`config.mk`:
```
export PLATFORM = sky130hd
export DESIGN_NAME = lfsq_ram
export DESIGN_NICKNAME = d
export VERILOG_FILES = /design/src/hw/rtl/lfsq_ram.sv
export SDC_FILE = /design/constraint.sdc
export NUM_CORES = 1
export LEC_CHECK = 0
export ABC_CLOCK_PERIOD_IN_PS = 1750
export BUFFER_PORTS_ARGS = -buffer_cell sky130_fd_sc_hd__buf_2
export CAP_MARGIN = 20
export CELL_PAD_IN_SITES_DETAIL_PLACEMENT = 0
export CELL_PAD_IN_SITES_GLOBAL_PLACEMENT = 2
export CORE_MARGIN = 3
export CORE_UTILIZATION = 48
export CTS_CLUSTER_DIAMETER = 30
export CTS_CLUSTER_SIZE = 28
export DETAILED_ROUTE_END_ITERATION = 8
export GPL_TIMING_DRIVEN = 0
export HOLD_SLACK_MARGIN = 0.1
export PLACE_DENSITY_LB_ADDON = 0.1
export REMOVE_ABC_BUFFERS = 1
export SYNTH_ARGS = -nofsm -noshare
export SYNTH_HDL_FRONTEND = slang
export SYNTH_SLANG_ARGS = --single-unit
```
`constraint.sdc`:
```
create_clock -name clk -period 1.75 [get_ports clk]
set_input_delay 0.0875 -clock clk [delete_from_list [all_inputs] [get_ports clk]]
set_output_delay 0.0875 -clock clk [all_outputs]
set_load 0.01 [all_outputs]
```
`src/hw/rtl/lfsq_ram.sv`:
```
`default_nettype none

module lfsq_ram #(
	parameter int unsigned WIDTH = 8,
	parameter int unsigned DEPTH = 16
) (
	input  wire logic                     clk,
	input  wire logic                     we,
	input  wire logic [$clog2(DEPTH)-1:0] waddr,
	input  wire logic [WIDTH-1:0]         wdata,
	input  wire logic                     re,
	input  wire logic [$clog2(DEPTH)-1:0] raddr,
	output logic      [WIDTH-1:0]         rdata
);

	logic [WIDTH-1:0] mem [DEPTH];

	// write port
	always_ff @(posedge clk) begin
		if (we) begin
			mem[waddr] <= wdata;
		end
	end

	// registered read port
	always_ff @(posedge clk) begin
		if (re) begin
			rdata <= mem[raddr];
		end
	end

endmodule

`default_nettype wire

```
* After elaboration in Yosys (flattened, before gate mapping)
Memory sizes are Yosys's and may differ from the RTL's. A register that Yosys moved wholly into a read port is not among the register bits. Index checks and enable logic that the tools add are counted.
Word-level totals: memories kept 1, input port bits 19, output and inout port bits 8, logic and storage cells 3, bits in registers 0, memory bits (writable) 128
Operators by class: muxes and demuxes 2
Memory list:
- mem | words 16, bits a word 8, read ports 1, clocked after Yosys merged registers in 1, wr ports 1, RTL line 16 | logic [WIDTH-1:0] mem [DEPTH];
Operators with widths (number):
- two-way mux 1 bit | 2

* Depth between registers and ports, before layout
depth after elaboration 2, depth in mapped cells 5, mapped depth without buffers 3

* Worst setup path before layout
No wires, ideal clock.
path kind input -> register, start input port waddr[2], end memory mem[0][0], enable pin, data arrival time 1.197 ns, stages on the path 2, path slack 0.170 ns, path buffers 0, library setup time 0.383 ns, data required time 1.367 ns, cell sequence or3b_2 nor3_1
RTL lines:
- from (decl) | RTL line 9 | input wire logic [$clog2(DEPTH)-1:0] waddr,
- to (decl) | RTL line 16
Straight into the memory's write port.

* Worst setup path in the final report
start input port waddr[1], end memory mem[9][0], enable pin
Straight into the memory's write port.

==> results.sh <==
export IMPL_antenna_left=0
export IMPL_clock_tree_buffer_depth=2
export IMPL_cts_root_buffer_cell="sky130_fd_sc_hd__clkbuf_8"
export IMPL_post_synth_top_area_cell="sky130_fd_sc_hd__edfxtp_1"
export IMPL_max_cap_violations=0
export IMPL_register_area_sq_mm=0.004084
export IMPL_vias_per_cell=5.624
export IMPL_tritoncts="yes"
export IMPL_timing_max_transition_violations_final=0
export IMPL_syn2layout_area_growth_pct=17.21
export IMPL_clock_tree_htree_level_count=4
export IMPL_worstSetupEndpointType="register"
export IMPL_timing_max_slew_rel_slack=0.3737
export IMPL_n_fill_cell=801
export IMPL_muxShareOfSynthArea=0.1479
export IMPL_vdd_ir_drop_worst_v=0.0005427
export IMPL_power_static_leakage_nw=2.020
export IMPL_critical_path_required_ns=1.88
export IMPL_synth_distinct_cells=18
export IMPL_route_detailed_drc=0
export IMPL_totalPowerFinal_mw=7.274
export IMPL_synth_warnings=0
export IMPL_first_pass_grt_wire_length_um=14650
export IMPL_mean_cell_area_of_the_mapped_netlist_sq_um=22.83
export IMPL_crit_buf_inv=2
export IMPL_globalRoute_totalOverflow=0
export IMPL_slowest_delay_ns=0.73
export IMPL_rsz0062_at_grt="false"
export IMPL_insertedDiodeCount=0
export IMPL_internal_power_mw=5.808
export IMPL_die_height_um=110.4
export IMPL_synth_simple_gate_area_frac=0.03135
export IMPL_finish_net_count=295
export IMPL_clock_insertion_delay_worst_skew_ns=0.51
export IMPL_vias=2390
export IMPL_grtUsageTotal=0.1767
export IMPL_place_hpwl_um=5917
export IMPL_slowest_stage="sky130_fd_sc_hd__nor2_1"
export IMPL_skew_ns=0.002318
export IMPL_post_synthesis_cells=229
export IMPL_synth_seq_cells=136
export IMPL_die_width_um=110.4
export IMPL_worst_setup_hold_path_clk_slew_ns=0.06
export IMPL_setup_violators_final=0
export IMPL_worst_path_dominant_cell_family="simple AND/OR/NAND/NOR gates"
export IMPL_initial_utilization=0.4996
export IMPL_fmax_ghz=0.6243
export IMPL_finalWeightedCongestion=0.7182
export IMPL_cts_setup_buffers=0
export IMPL_synth_top_area_share=0.7812
export IMPL_wl_per_cell_um=22.67
export IMPL_yosysSeqAreaShare=0.7812
export IMPL_pwr_share_comb=0.047
export IMPL_post_synth_main_area_contributors="sky130_fd_sc_hd__edfxtp_1 78%, sky130_fd_sc_hd__mux4_2 7.8%, sky130_fd_sc_hd__mux4_1 7.0%"
export IMPL_timing_critical_path_arrival_ns=1.74
export IMPL_synth_compound_area_frac=0.02298
export IMPL_drive_gt1_frac=0.2664
export IMPL_power_net_switching_mw=1.466
export IMPL_synth_fa_ha_area_frac=0
export IMPL_report_final_hold_viol_count=0
export IMPL_fin_area_sq_mm=0.006127
export IMPL_worst_pin_slew_ns=0.9360
export IMPL_multi_input_comb_area_sq_mm=0.001072
export IMPL_synth_xor_area_frac=0
export IMPL_drt_pass1_iter_count=4
export IMPL_antenna_found_initial=0
export IMPL_dr_first_iter_drc_count=139
export IMPL_timing_worst_setup_path_type="in -> reg"
export IMPL_crit_path_cell_trace="dlygate4sd3_1 -> buf_2 -> nand2b_1 -> nor2_1"
export IMPL_seq_power_share=0.507
export IMPL_grt_start_max_net_pins=33
export IMPL_syn_cell_area_sq_mm=0.005228
export IMPL_worst_setup_path_start_kind="input port"
export IMPL_sw_frac_of_total=0.2015
export IMPL_route_final_wire_length_um=9635
export IMPL_critPathMaxFanout=8
export IMPL_power_per_cell_area_mw_per_mm2=1187
export IMPL_die_area_sq_mm=0.01218
export IMPL_dpl_instance_area_sq_mm=0.005464
export IMPL_fp_row_count=37
export IMPL_holdCritPathClass="in -> reg"
export IMPL_final_period_minus_worst_setup_slack_ns=1.602
export IMPL_min_period_over_period=0.9153
export IMPL_io_buffers=26
export IMPL_outcome="finished, final reports clean"
export IMPL_number_of_global_route_vias_before_repair=2486
export IMPL_core_region_area_sq_mm=0.01046
export IMPL_cts_buffers=17
export IMPL_tritoncts_num_sinks=136
export IMPL_clock_power_frac=0.447
export IMPL_io_pins=27
export IMPL_synth_top_family_by_area="multiplexers"
## kinds of logic (layout without fill, tap and decap cells)
kind of cell | after synthesis | in the layout
AO/OA/AOI/OAI | 16 | 16
buffers and inverters | 10 | 70
flip-flops | 136 | 136
multiplexers | 32 | 32
AND/OR/NAND/NOR | 35 | 35
## path summary, 6_finish.rpt
check / endpoint / slack (ns) / start / cells past startpoint
setup / recovery: mem[9][0] / 0.15 / waddr[1] / 4
hold / removal: mem[4][4] / 0.17 / waddr[2] / 3
setup reg to reg: rdata[1] / 0.21 / mem[2][1] / 3
hold reg to reg: rdata[5] / 0.75 / mem[14][5] / 3
## worst min-delay path, stage by stage
cell and delay, ns:
sky130_fd_sc_hd__buf_2 0.11, sky130_fd_sc_hd__nand3b_1 0.14, sky130_fd_sc_hd__nor3_1 0.14
## cell usage in the layout (no fill, tap or decap), drive strengths merged
cell type and count:
edfxtp 136, mux4 32, buf 27, clkbuf 17
a22oi 16, nor2 13, dlygate4sd3 11, nand2 9
clkinv 8, clkinvlp 5, nor3 4, nand3b 2
nand2b 2, bufinv 2, nor2b 1, and2 1
and2b 1, nand3 1, or3b 1
## layer usage
layer  vias to the layer above  part of all wire  global-route usage  wire length, um
li1                       1079                 -                   -                -
met1                      1236              0.47              0.2557             4499
met2                        63              0.48              0.2617             4604
met3                        12             0.045             0.04601              429
met4                         0             0.010             0.06596              101
met5                         -                 0                   0                0
## cells in the mapped netlist
cell	count
sky130_fd_sc_hd__a22oi_1	16
sky130_fd_sc_hd__and2_1	1
sky130_fd_sc_hd__and2b_1	1
sky130_fd_sc_hd__buf_2	3
sky130_fd_sc_hd__buf_4	1
sky130_fd_sc_hd__buf_6	3
sky130_fd_sc_hd__clkdlybuf4s25_2	3
sky130_fd_sc_hd__edfxtp_1	136
sky130_fd_sc_hd__mux4_1	14
sky130_fd_sc_hd__mux4_2	18
sky130_fd_sc_hd__nand2_1	9
sky130_fd_sc_hd__nand2b_1	2
sky130_fd_sc_hd__nand3_1	1
sky130_fd_sc_hd__nand3b_1	2
sky130_fd_sc_hd__nor2_1	13
sky130_fd_sc_hd__nor2b_1	1
sky130_fd_sc_hd__nor3_1	4
sky130_fd_sc_hd__or3b_2	1
## area by class of cell
| cell class | count | area share |
|---|---|---|
| multi-input combinational | 83 | 0.1750 |
| clock inverter | 15 | 0.02226 |
| clock buffer | 17 | 0.06759 |
| sequential | 136 | 0.6665 |
| timing repair buffer | 38 | 0.04084 |
| tap | 136 | 0.02777 |
## repair_timing
item,4_1_cts,5_1_grt
endpoints found under the hold margin,164,0
resized for setup,1,0
endpoints found under the setup margin,3,0
hold buffers,11,0
## per-stage QoR
stage | setup slack [ns] | utilization | setup TNS (ns) | cells | hold WS (ns)
2_1_floorplan | 0.1696 | - | 0 | 219 | 0.1864
3_3_place_gp | -0.6000 | 0.5201 | -15.94 | 381 | 0.4373
3_5_place_dp | -0.5940 | 0.5222 | -6.041 | 382 | 0.4427
4_1_cts | 0.1066 | 0.5856 | 0 | 425 | 0.1479
5_1_grt | 0.04116 | 0.5856 | 0 | 425 | 0.1853
6_report | 0.1482 | 0.5856 | 0 | 425 | 0.1716
## sequential cells by signal (all words and copies together), names as in the netlist
signal,flops
mem,128
rdata,8
## power by group through the flow
stage	clock, mW	combinational [mW]	sequential (mW)
2_1_floorplan	0	0.146	3.76
3_3_place_gp	0	0.320	3.75
3_5_place_dp	0	0.327	3.75
4_1_cts	3.31	0.347	3.69
5_1_grt	3.48	0.374	3.69
6_report	3.25	0.340	3.69
(Power assumes the default switching activity.)
